File: config.mk
export PLATFORM = sky130hd
export DESIGN_NAME = lowest_free_slot_allocator_unit_flat
export DESIGN_NICKNAME = d
export VERILOG_FILES = /design/src/sv/lfsa_pkg.sv /design/src/sv/lfsa_if.sv /design/src/sv/lfsa_slot_mem.sv /design/src/sv/lfsa_scan_ctrl.sv /design/src/sv/lowest_free_slot_allocator_unit.sv /design/src/flat_wrapper.sv
export SDC_FILE = /design/constraint.sdc
export NUM_CORES = 2
export LEC_CHECK = 0
export ABC_CLOCK_PERIOD_IN_PS = 6900
export BUFFER_PORTS_ARGS = -buffer_cell sky130_fd_sc_hd__buf_4
export CORE_MARGIN = 3
export CORE_UTILIZATION = 45
export DETAILED_ROUTE_END_ITERATION = 8
export SYNTH_ARGS = -nofsm -noshare
export SYNTH_HDL_FRONTEND = slang
export SYNTH_SLANG_ARGS = --single-unit
export TNS_END_PERCENT = 20
File: constraint.sdc
create_clock -name clk -period 6.9 [get_ports clk]
set_input_delay 0.69 -clock clk [delete_from_list [all_inputs] [get_ports clk]]
set_output_delay 0.69 -clock clk [all_outputs]
set_load 0.02 [all_outputs]
File: src/sv/lfsa_pkg.sv
// shared constants and types of the lowest free slot allocator
package lfsa_pkg;

  localparam int NUM_SLOTS = 64;
  localparam int SLOT_W    = (NUM_SLOTS > 1) ? $clog2(NUM_SLOTS) : 1;
  localparam int TIME_W    = 32;
  localparam int IDX_W     = 6;

  typedef logic [SLOT_W-1:0] slot_t;
  typedef logic [TIME_W-1:0] time_t;
  typedef logic [IDX_W-1:0]  idx_t;

  // memory access issued by the scan controller
  typedef struct packed {
    logic  wr_en;
    slot_t wr_addr;
    time_t wr_data;
    slot_t rd_addr;
  } lfsa_mem_req_t;

  // allocation result handed to the output stage
  typedef struct packed {
    logic full;
    idx_t slot;
  } lfsa_res_t;

endpackage

File: src/sv/lfsa_if.sv
// request and result channel interfaces
interface lfsa_req_if;
  logic                 valid;
  logic                 ready;
  logic [lfsa_pkg::TIME_W-1:0] arrive_time;
  logic [lfsa_pkg::TIME_W-1:0] leave_time;

  modport source (output valid, output arrive_time, output leave_time, input ready);
  modport sink   (input valid, input arrive_time, input leave_time, output ready);
endinterface

interface lfsa_res_if;
  logic                       valid;
  logic                       ready;
  logic [lfsa_pkg::IDX_W-1:0] slot_index;
  logic                       full_res;

  modport source (output valid, output slot_index, output full_res, input ready);
  modport sink   (input valid, input slot_index, input full_res, output ready);
endinterface

File: src/sv/lfsa_slot_mem.sv
// busy-until time store, one write and one registered read port
module lfsa_slot_mem (
  input  logic                   clk,
  input  lfsa_pkg::lfsa_mem_req_t req,
  output lfsa_pkg::time_t        rd_data
);

  lfsa_pkg::time_t mem [lfsa_pkg::NUM_SLOTS];

  always_ff @(posedge clk) begin
    if (req.wr_en) begin
      mem[req.wr_addr] <= req.wr_data;
    end
    rd_data <= mem[req.rd_addr];
  end

endmodule

File: src/sv/lfsa_scan_ctrl.sv
// scan sequencer: walks the slot store and claims the lowest free slot
module lfsa_scan_ctrl (
  input  logic                    clk,
  input  logic                    rst,
  lfsa_req_if.sink                req_ch,
  output lfsa_pkg::lfsa_mem_req_t mem_req,
  input  lfsa_pkg::time_t         rd_data,
  output logic                    res_valid,
  input  logic                    res_ready,
  output lfsa_pkg::lfsa_res_t     res
);

  localparam logic [1:0] ST_IDLE = 2'd0;
  localparam logic [1:0] ST_SCAN = 2'd1;
  localparam logic [1:0] ST_DONE = 2'd2;

  localparam lfsa_pkg::slot_t LAST_SLOT = lfsa_pkg::SLOT_W'(lfsa_pkg::NUM_SLOTS - 1);

  logic [1:0]      state;
  logic [1:0]      state_next;
  lfsa_pkg::slot_t chk;
  lfsa_pkg::time_t arrive;
  lfsa_pkg::time_t leave;
  logic [lfsa_pkg::NUM_SLOTS-1:0] written;

  logic free_hit;
  logic last_chk;

  assign last_chk = (chk == LAST_SLOT);
  // a slot never written counts as free, whatever the store holds
  assign free_hit = !written[chk] || (rd_data <= arrive);

  assign req_ch.ready = (state == ST_IDLE);
  assign res_valid    = (state == ST_DONE);

  always_comb begin
    mem_req.wr_en   = (state == ST_SCAN) && free_hit;
    mem_req.wr_addr = chk;
    mem_req.wr_data = leave;
    // read one slot ahead of the compare
    if (state == ST_SCAN && !last_chk) begin
      mem_req.rd_addr = chk + 1'b1;
    end else begin
      mem_req.rd_addr = '0;
    end
  end

  always_comb begin
    state_next = state;
    case (state)
      ST_IDLE: begin
        if (req_ch.valid) state_next = ST_SCAN;
      end
      ST_SCAN: begin
        if (free_hit || last_chk) state_next = ST_DONE;
      end
      ST_DONE: begin
        if (res_ready) state_next = ST_IDLE;
      end
      default: state_next = ST_IDLE;
    endcase
  end

  always_ff @(posedge clk) begin
    if (rst) begin
      state   <= ST_IDLE;
      written <= '0;
      chk     <= '0;
    end else begin
      state <= state_next;
      if (state == ST_IDLE && req_ch.valid) begin
        chk <= '0;
      end else if (state == ST_SCAN && !free_hit && !last_chk) begin
        chk <= chk + 1'b1;
      end
      if (mem_req.wr_en) begin
        written[chk] <= 1'b1;
      end
    end
  end

  always_ff @(posedge clk) begin
    if (state == ST_IDLE && req_ch.valid) begin
      arrive <= req_ch.arrive_time;
      leave  <= req_ch.leave_time;
    end
    if (state == ST_SCAN) begin
      if (free_hit) begin
        res.full <= 1'b0;
        res.slot <= lfsa_pkg::IDX_W'(chk);
      end else if (last_chk) begin
        res.full <= 1'b1;
        res.slot <= '0;
      end
    end
  end

endmodule

File: src/sv/lowest_free_slot_allocator_unit.sv
// top level of the lowest free slot allocator
//
// usage
//   req_ch carries one request beat: arrive_time and leave_time, arrivals
//   expected in nondecreasing order. res_ch returns one beat per request:
//   slot_index of the lowest slot whose busy-until time is at or below the
//   arrival time, or full_res high with slot_index zero when none is free.
// timing
//   the scan reads one slot per cycle from the synchronous store, one read
//   ahead of the compare. a new request is accepted only after the previous
//   result has been handed to the output register.
// reset
//   rst is synchronous, active high. per-slot written flags are cleared at
//   once, so every slot reads as free right after reset; no clearing pass.
// stall
//   the result sits in an output register; while res_ch is stalled the
//   scanner finishes the next request and holds its result until the
//   register frees up, and it takes no new request meanwhile
module lowest_free_slot_allocator_unit (
  input  logic       clk,
  input  logic       rst,
  lfsa_req_if.sink   req_ch,
  lfsa_res_if.source res_ch
);

  lfsa_pkg::lfsa_mem_req_t mem_req;
  lfsa_pkg::time_t         rd_data;
  logic                    res_valid;
  logic                    res_ready;
  lfsa_pkg::lfsa_res_t     res;

  // busy-until store
  lfsa_slot_mem u_mem (
    .clk     (clk),
    .req     (mem_req),
    .rd_data (rd_data)
  );

  // scan sequencer with read-compare-write of one slot per cycle
  lfsa_scan_ctrl u_ctrl (
    .clk       (clk),
    .rst       (rst),
    .req_ch    (req_ch),
    .mem_req   (mem_req),
    .rd_data   (rd_data),
    .res_valid (res_valid),
    .res_ready (res_ready),
    .res       (res)
  );

  // output register: free when empty or its beat leaves this cycle
  logic out_valid;

  assign res_ready    = !out_valid || res_ch.ready;
  assign res_ch.valid = out_valid;

  always_ff @(posedge clk) begin
    if (rst) begin
      out_valid <= 1'b0;
    end else if (res_valid && res_ready) begin
      out_valid <= 1'b1;
    end else if (res_ch.ready) begin
      out_valid <= 1'b0;
    end
  end

  always_ff @(posedge clk) begin
    if (res_valid && res_ready) begin
      res_ch.slot_index <= res.slot;
      res_ch.full_res   <= res.full;
    end
  end

  // a new request is only taken while no result waits in the scanner
  a_accept_idle: assert property (@(posedge clk) disable iff (rst)
    (req_ch.valid && req_ch.ready) |-> !res_valid)
    else $error("request accepted while a result is pending");

  // claiming a slot raises a non-full scanner result in the next cycle
  a_write_then_res: assert property (@(posedge clk) disable iff (rst)
    mem_req.wr_en |=> (res_valid && !res.full))
    else $error("slot write without a matching result");

  // a blocked scanner result holds until the output register takes it
  a_res_hold: assert property (@(posedge clk) disable iff (rst)
    (res_valid && !res_ready) |=> (res_valid && $stable(res)))
    else $error("pending result changed while stalled");

  // a full result carries slot zero out of the output register
  a_full_zero: assert property (@(posedge clk) disable iff (rst)
    (res_valid && res_ready && res.full) |=> (res_ch.valid && res_ch.slot_index == '0))
    else $error("full result with nonzero slot");

endmodule
File: src/flat_wrapper.sv
// flat-port wrapper written by rule: the top's interface ports become plain ports
module lowest_free_slot_allocator_unit_flat 
  (clk, rst, req_ch_valid, req_ch_arrive_time, req_ch_leave_time, req_ch_ready, res_ch_valid, res_ch_slot_index, res_ch_full_res, res_ch_ready);
  lfsa_req_if req_ch_i ();
  lfsa_res_if res_ch_i ();
  input  logic clk;
  input  logic rst;
  input wire logic [$bits(req_ch_i.valid)-1:0] req_ch_valid;
  input wire logic [$bits(req_ch_i.arrive_time)-1:0] req_ch_arrive_time;
  input wire logic [$bits(req_ch_i.leave_time)-1:0] req_ch_leave_time;
  output wire logic [$bits(req_ch_i.ready)-1:0] req_ch_ready;
  output wire logic [$bits(res_ch_i.valid)-1:0] res_ch_valid;
  output wire logic [$bits(res_ch_i.slot_index)-1:0] res_ch_slot_index;
  output wire logic [$bits(res_ch_i.full_res)-1:0] res_ch_full_res;
  input wire logic [$bits(res_ch_i.ready)-1:0] res_ch_ready;
  assign req_ch_i.valid = req_ch_valid;
  assign req_ch_i.arrive_time = req_ch_arrive_time;
  assign req_ch_i.leave_time = req_ch_leave_time;
  assign req_ch_ready = req_ch_i.ready;
  assign res_ch_valid = res_ch_i.valid;
  assign res_ch_slot_index = res_ch_i.slot_index;
  assign res_ch_full_res = res_ch_i.full_res;
  assign res_ch_i.ready = res_ch_ready;
  lowest_free_slot_allocator_unit u_core (.clk(clk), .rst(rst), .req_ch(req_ch_i), .res_ch(res_ch_i));
endmodule
# ---- Word-level counts from Yosys, hierarchy flattened
# Memories as Yosys holds them, arrays and structs flattened. A register that Yosys moved wholly into a read port is not among the register bits.
# Cells that the tools add are included.
dict set report op_classes {
  n_bitwise 1
  n_addsub 1
  n_eq_ne 6
  reduce_logical 20
  n_lt_le_gt_ge 3
  muxes 15
}
# operator n
set ops {}
lappend ops {{64-bit bitwise OR} 1}
lappend ops {{32-bit less-or-equal comparator} 1}
lappend ops {{6-bit 2-to-1 mux} 2}
lappend ops {{1-bit logical AND} 7}
lappend ops {{6-bit by 7-bit less-than comparator with 1-bit output (second input constant)} 1}
lappend ops {{7-bit 2-to-1 mux} 1}
lappend ops {{6-bit by 1-bit adder with 6-bit output (second input constant)} 1}
lappend ops {{1-bit binary-select mux with 6-bit select} 1}
lappend ops {{1-bit demux with 6-bit select} 1}
lappend ops {{6-bit equality test (second input constant)} 1}
lappend ops {{6-bit by 1-bit greater-or-equal comparator with 1-bit output (second input constant)} 1}
lappend ops {{1-bit 2-to-1 mux} 6}
lappend ops {{2-bit 2-to-1 mux} 3}
lappend ops {{2-bit case mux with 3 select lines} 1}
lappend ops {{1-bit logical NOT} 4}
lappend ops {{2-bit inequality test (second input constant)} 2}
lappend ops {{2-bit nonzero test} 2}
lappend ops {{1-bit logical OR} 3}
lappend ops {{3-bit AND reduction} 1}
lappend ops {{2-bit by 1-bit equality test with 1-bit output (second input constant)} 1}
lappend ops {{2-bit equality test (second input constant)} 1}
lappend ops {{2-bit logical NOT} 1}
lappend ops {{2-bit by 1-bit inequality test with 1-bit output (second input constant)} 1}
lappend ops {{2-bit AND reduction} 1}
lappend ops {{2-bit OR reduction} 1}
dict set report word_totals {
  ff_bits 151
  elab_cells 57
  memories 1
  mem_bits_rw 2048
  out_inout_bits 9
  inputBits 68
}
# name depth word_bits rd rd_clocked_by_memory_dff write_ports line
set memory_table {}
lappend memory_table {u_core.u_mem.mem 64 32 1 1 1 lfsa_slot_mem.sv:8} ;# lfsa_pkg::time_t mem [lfsa_pkg::NUM_SLOTS];

# ---- Longest topological paths before layout
dict set report logic_depth {
  word_depth 7
  depth_mapped 12
  ltp_nobuf 9
}

# ---- Modules after synthesis
# Synthesis repeated with hierarchy kept, for this count alone.
dict set report hier_totals {
  cells_unflattened 3913
  hier_area_um2 85115.4
}
# module instances cells_each seq_area_each_um2 area_per_inst_um2
set modules_own_cells {}
lappend modules_own_cells {lfsa_slot_mem 1 3324 62139.6 78515.3}
lappend modules_own_cells {lfsa_scan_ctrl 1 577 3573.4 6334.8}
lappend modules_own_cells {lowest_free_slot_allocator_unit 1 12 230.2 265.3}

# ---- Worst setup path after synthesis
# OpenSTA, ideal clock, no wires.
dict set report synth_path {
  kind {register -> register}
  startpoint {reg u_core.u_ctrl.chk[1]}
  endpoint {mem u_core.u_mem.mem[10][0] (netlist name) (enable)}
  required_ns 6.439
  arrival_ns 4.404
  stages_incl_launch_ff 10
  setup_slack_ns 2.034
  period_less_slack_ns 4.866
  setup_ns 0.461
  path_buffers 3
  cell_sequence {dfxtp_1 -> buf_4 -> mux4_2 -> a2111oi_0 -> a211o_1 -> nor3_1 -> and2_1 -> buf_2 -> buf_2 -> nor3_1}
}
dict set report synth_between {
  elab_chain_len 7
}
# element line
set synth_rtl {}
lappend synth_rtl {{start, declared} lfsa_scan_ctrl.sv:21} ;# lfsa_pkg::slot_t chk;
lappend synth_rtl {{start signal, assigned} lfsa_scan_ctrl.sv:74} ;# chk <= chk + 1'b1;
lappend synth_rtl {{1-bit binary-select mux with 6-bit select} lfsa_scan_ctrl.sv:31} ;# assign free_hit = !written[chk] || (rd_data <= arrive);
lappend synth_rtl {{1-bit 2-to-1 mux (implied by the code)} lfsa_scan_ctrl.sv:31}
lappend synth_rtl {{1-bit logical NOT} lfsa_scan_ctrl.sv:31}
lappend synth_rtl {{1-bit logical OR} lfsa_scan_ctrl.sv:31}
lappend synth_rtl {{1-bit logical AND} lfsa_scan_ctrl.sv:37} ;# mem_req.wr_en = (state == ST_SCAN) && free_hit;
lappend synth_rtl {{1-bit 2-to-1 mux} lfsa_slot_mem.sv:11} ;# if (req.wr_en) begin
lappend synth_rtl {{1-bit 2-to-1 mux (implied by the code)} lfsa_slot_mem.sv:12} ;# mem[req.wr_addr] <= req.wr_data;
lappend synth_rtl {{end, declared} lfsa_slot_mem.sv:8}
# Parallel ways exist; a longest one is shown, timed or not. The select of a mux whose other input is x is not followed.

# ---- Worst setup path in the final report
dict set report layout_path {
  startpoint {reg u_core.u_ctrl.chk[0]}
  endpoint {reg u_core.u_ctrl.res[0] (netlist name)}
}
dict set report layout_between {
  elab_chain_len 6
  elab_cells_between_ends 7
  cone_classes {eq/ne (1); mux (2); reduce/logical (4)}
}
# element line
set layout_rtl {}
lappend layout_rtl {{1-bit binary-select mux with 6-bit select} lfsa_scan_ctrl.sv:31}
lappend layout_rtl {{1-bit 2-to-1 mux (implied by the code)} lfsa_scan_ctrl.sv:31}
lappend layout_rtl {{1-bit logical NOT} lfsa_scan_ctrl.sv:31}
lappend layout_rtl {{1-bit logical OR} lfsa_scan_ctrl.sv:31}
lappend layout_rtl {{2-bit nonzero test (no source line) (*)} --}
lappend layout_rtl {{2-bit AND reduction (no source line) (*)} --}
# Every way passes the cells marked *; elsewhere a longest branch is shown, timed or not. The select of a mux whose other input is x is not followed.
# A chain may end at the register's enable or synchronous reset.

==> flow_metrics.tcl <==
set metrics [dict create \
    max_freq_mhz 189 \
    path_cells "buf_4, nor2b_1, a221oi_1, o22ai_1, o2bb2ai_1, nor3_1, and2_4, buf_4, buf_4, a21oi_1" \
    hold_slack_ns 0.0547 \
    grt_pass1_wl_um 351000 \
    layout-area-overhead-vs-synth_pct 14.2 \
    path_class "reg -> reg" \
    synth_cell_type_count 57 \
    syn_area_um2 85800 \
    setup_violations 0 \
    synth_mux_area_share_pct 7.53 \
    cp_max_fo 58 \
    timing.final.crit_period_ns 5.29 \
    rows 159 \
    report.final.hold_viol_count 0 \
    wl_um 247000 \
    fin_skew_ns 0.0295 \
    syn_area_per_cell_um2 16.6 \
    start_util_pct 45.5 \
    start_kind "register" \
    critPathRequiredTime_ns 7.44 \
    crit_top_cell "buf_4" \
    grt_overflow_total 0 \
    cts_tree "built" \
    synth_edf_count 2126 \
    yosysWarnings 0 \
    postRouteAntennaNets 0 \
    clk_path_buf_depth 3 \
    worst_pin_slew_ns 1.36 \
    clock-sinks 2231 \
    htree_levels 4 \
    synthTopCellsByArea "edfxtp_1 (74%), mux4_2 (7.0%), nand2_1 (3.8%)" \
    nets 5460 \
    drc_errors 0 \
    ys_seq_area_share_pct 76.9 \
    synthArstFlopShare_pct 0 \
    peakVddDrop_uv 269 \
    clk_latency_ns 0.86 \
    slew_violations 0 \
    rsz0062_at_grt "no" \
    dr_wl_met3_um 24700 \
    leakage_nw 31.0 \
    port_buffers 76 \
    critPathArrivalTime_ns 5.83 \
    synth_flop_cell "edfxtp_1" \
    ys_ff_latch 2231 \
    viasPerCell 6.09 \
    slowest_stage "dfxtp_4" \
    yosys.area.top_type_share_pct 74.4 \
    die_w_um 443 \
    die_h_um 443 \
    synthesis.instances 5158 \
    placed_area_um2 90300 \
    path_buf_inv 3 \
    maxSlewHeadroom_pct 8.89 \
    yosys.area_share.simple_pct 8.20 \
    wl_met1_um 98600 \
    critPathTopFamily "simple AND/OR/NAND/NOR gates" \
    period_share_pct 76.6 \
    vias 49000 \
    powerDensity_nw_per_um2 284 \
    drive_gt1_share_pct 17.3 \
    synth_compound_area_share_pct 4.73 \
    final_util_pct 51.9 \
    drtIter0Drc 7123 \
    cts_root_buffer "clkbuf_16" \
    grt_max_degree 140 \
    drv_cap 0 \
    grt_pass1_vias 46800 \
    place_congestion 0.886 \
    firstDrtPassIters 8 \
    synthXorXnorAreaFrac_pct 0.0306 \
    dr_wl_met2_um 115000 \
    numCtsBuffers 218 \
    synth_top_area_cell "edfxtp_1" \
    wl_per_cell_um 30.7 \
    cp_slowest_stage_delay_ns 0.90 \
    min_path_type "in -> reg" \
    syn-num-nets 5259 \
    antenna_found_initial 22 \
    finalInstanceArea_um2 97900 \
    core_area_um2 189000 \
    grt_usage_pct 24.9 \
    die_area_um2 196000 \
    ios 77 \
    synth_top_family_by_area "simple AND/OR/NAND/NOR gates" \
    final.setup.tns_ns 0 \
    clk_pin_slew_ns 0.06 \
    ctsResizeCount 0 \
    dr.max_layer_used "met5" \
    dp_hpwl_um 142000 \
    critPathCaptureType "register" \
    synth_adder_area_share_pct 0.481 \
    status "finished, final reports clean" \
]
per-stage QoR:
stage          power (W)  instances  setup slack, ns
3_5_place_dp      0.0162       7593             1.72
6_report          0.0279       8056             1.61
4_1_cts           0.0280       8041             1.70
5_1_grt           0.0286       8043             1.35
2_1_floorplan     0.0158       5158             2.03
3_3_place_gp      0.0162       7593             1.92
synthesized netlist by cell type (19+ instances only):
library cell     n
mux4_2         265
inv_1           99
clkbuf_1       254
mux2i_1         47
nand2_1        872
a21o_1          34
dfxtp_1        105
buf_2           32
edfxtp_1      2126
nand3_1        557
a22oi_1        127
o32ai_1         64
buf_1           30
nor3_1          72
buf_4           19
a21oi_1         47
o221ai_1        67
or4_1           33
a31oi_1         97
a32oi_1         66
ha_1            33
worst paths after layout:
check	from	end	slack (ns)	cells past startpoint
worst min register to register	u_core.u_ctrl.res[1]$_SDFFCE_PN0P_	u_core.res_ch.slot_index[1]$_DFFE_PP_	0.42	0
worst max-delay path	u_core.u_ctrl.chk[0]$_SDFFE_PP0P_	u_core.u_ctrl.res[0]$_SDFFCE_PN0P_	1.61	10
worst max register to register	u_core.u_ctrl.chk[0]$_SDFFE_PP0P_	u_core.u_ctrl.res[0]$_SDFFCE_PN0P_	1.61	10
worst min-delay path	req_ch_arrive_time[22]	u_core.u_ctrl.arrive[22]$_DFFE_PP_	0.05	1
cells by family (layout without fill, tap and decap cells):
| group | count (synthesis) | count (layout) |
|---|---|---|
| AO/OA/AOI/OAI | 537 | 537 |
| XOR/XNOR | 3 | 3 |
| adder cells (fa/ha/maj) | 33 | 33 |
| buffers and inverters | 444 | 832 |
| flip-flops | 2231 | 2231 |
| multiplexers | 314 | 314 |
| other | 0 | 15 |
| AND/OR/NAND/NOR | 1596 | 1596 |
cells in the final DEF (no fill, tap or decap), types with 34 or more instances in the layout:
cell	count
nor3_2	65
clkinv_2	38
edfxtp_1	2126
mux4_2	265
a22oi_1	127
a21o_1	34
inv_1	98
buf_4	254
mux2i_1	47
a21oi_1	47
o221ai_1	67
dlygate4sd3_1	41
clkbuf_1	55
nand3_1	556
dfxtp_1	104
o32ai_1	64
clkbuf_16	220
a32oi_1	66
a31oi_1	97
nand2_1	869
cell type report:
class | count | area [um^2]
Sequential cell | 2231 | 65900
Clock buffer | 296 | 5970
Multi-Input combinational cell | 2483 | 18400
Clock inverter | 111 | 1170
Tap cell | 2495 | 3120
Fill cell | 15200 | 90700
Antenna cell | 15 | 37.5
Inverter | 101 | 382
Timing Repair Buffer | 324 | 2900
routing by layer:
| metal | GRT usage, % | up-vias |
|---|---|---|
| li1 | - | 20700 |
| met1 | 35.3 | 25300 |
| met2 | 38.4 | 2626 |
| met3 | 5.05 | 386 |
| met4 | 9.34 | 4 |
| met5 | 0 | - |
sequential cells by signal, indices dropped and copies added (netlist names):
name	cells
u_core.u_mem.mem	2048
u_core.u_ctrl.written	64
u_core.u_ctrl.arrive	32
u_core.u_ctrl.leave	32
u_core.u_mem.rd_data	32
u_core.u_ctrl.res	7
u_core.res_ch.slot_index	6
u_core.u_ctrl.chk	6
u_core.u_ctrl.state	2
u_core.res_ch.full_res	1
u_core.res_ch.valid	1
timing repair:
action,4_1_cts,5_1_grt
endpoints found under the hold margin,41,0
buffers inserted,0,0
hold buffers,41,0
power by group:
group	total, W	switching [W]	internal [W]
clock network	0.0119	0.00507	0.00682
logic	0.000989	0.000706	0.000283
registers	0.0150	0.0000379	0.0149
total	0.0279	0.00582	0.0220
Power figures use the tool's default switching activity.
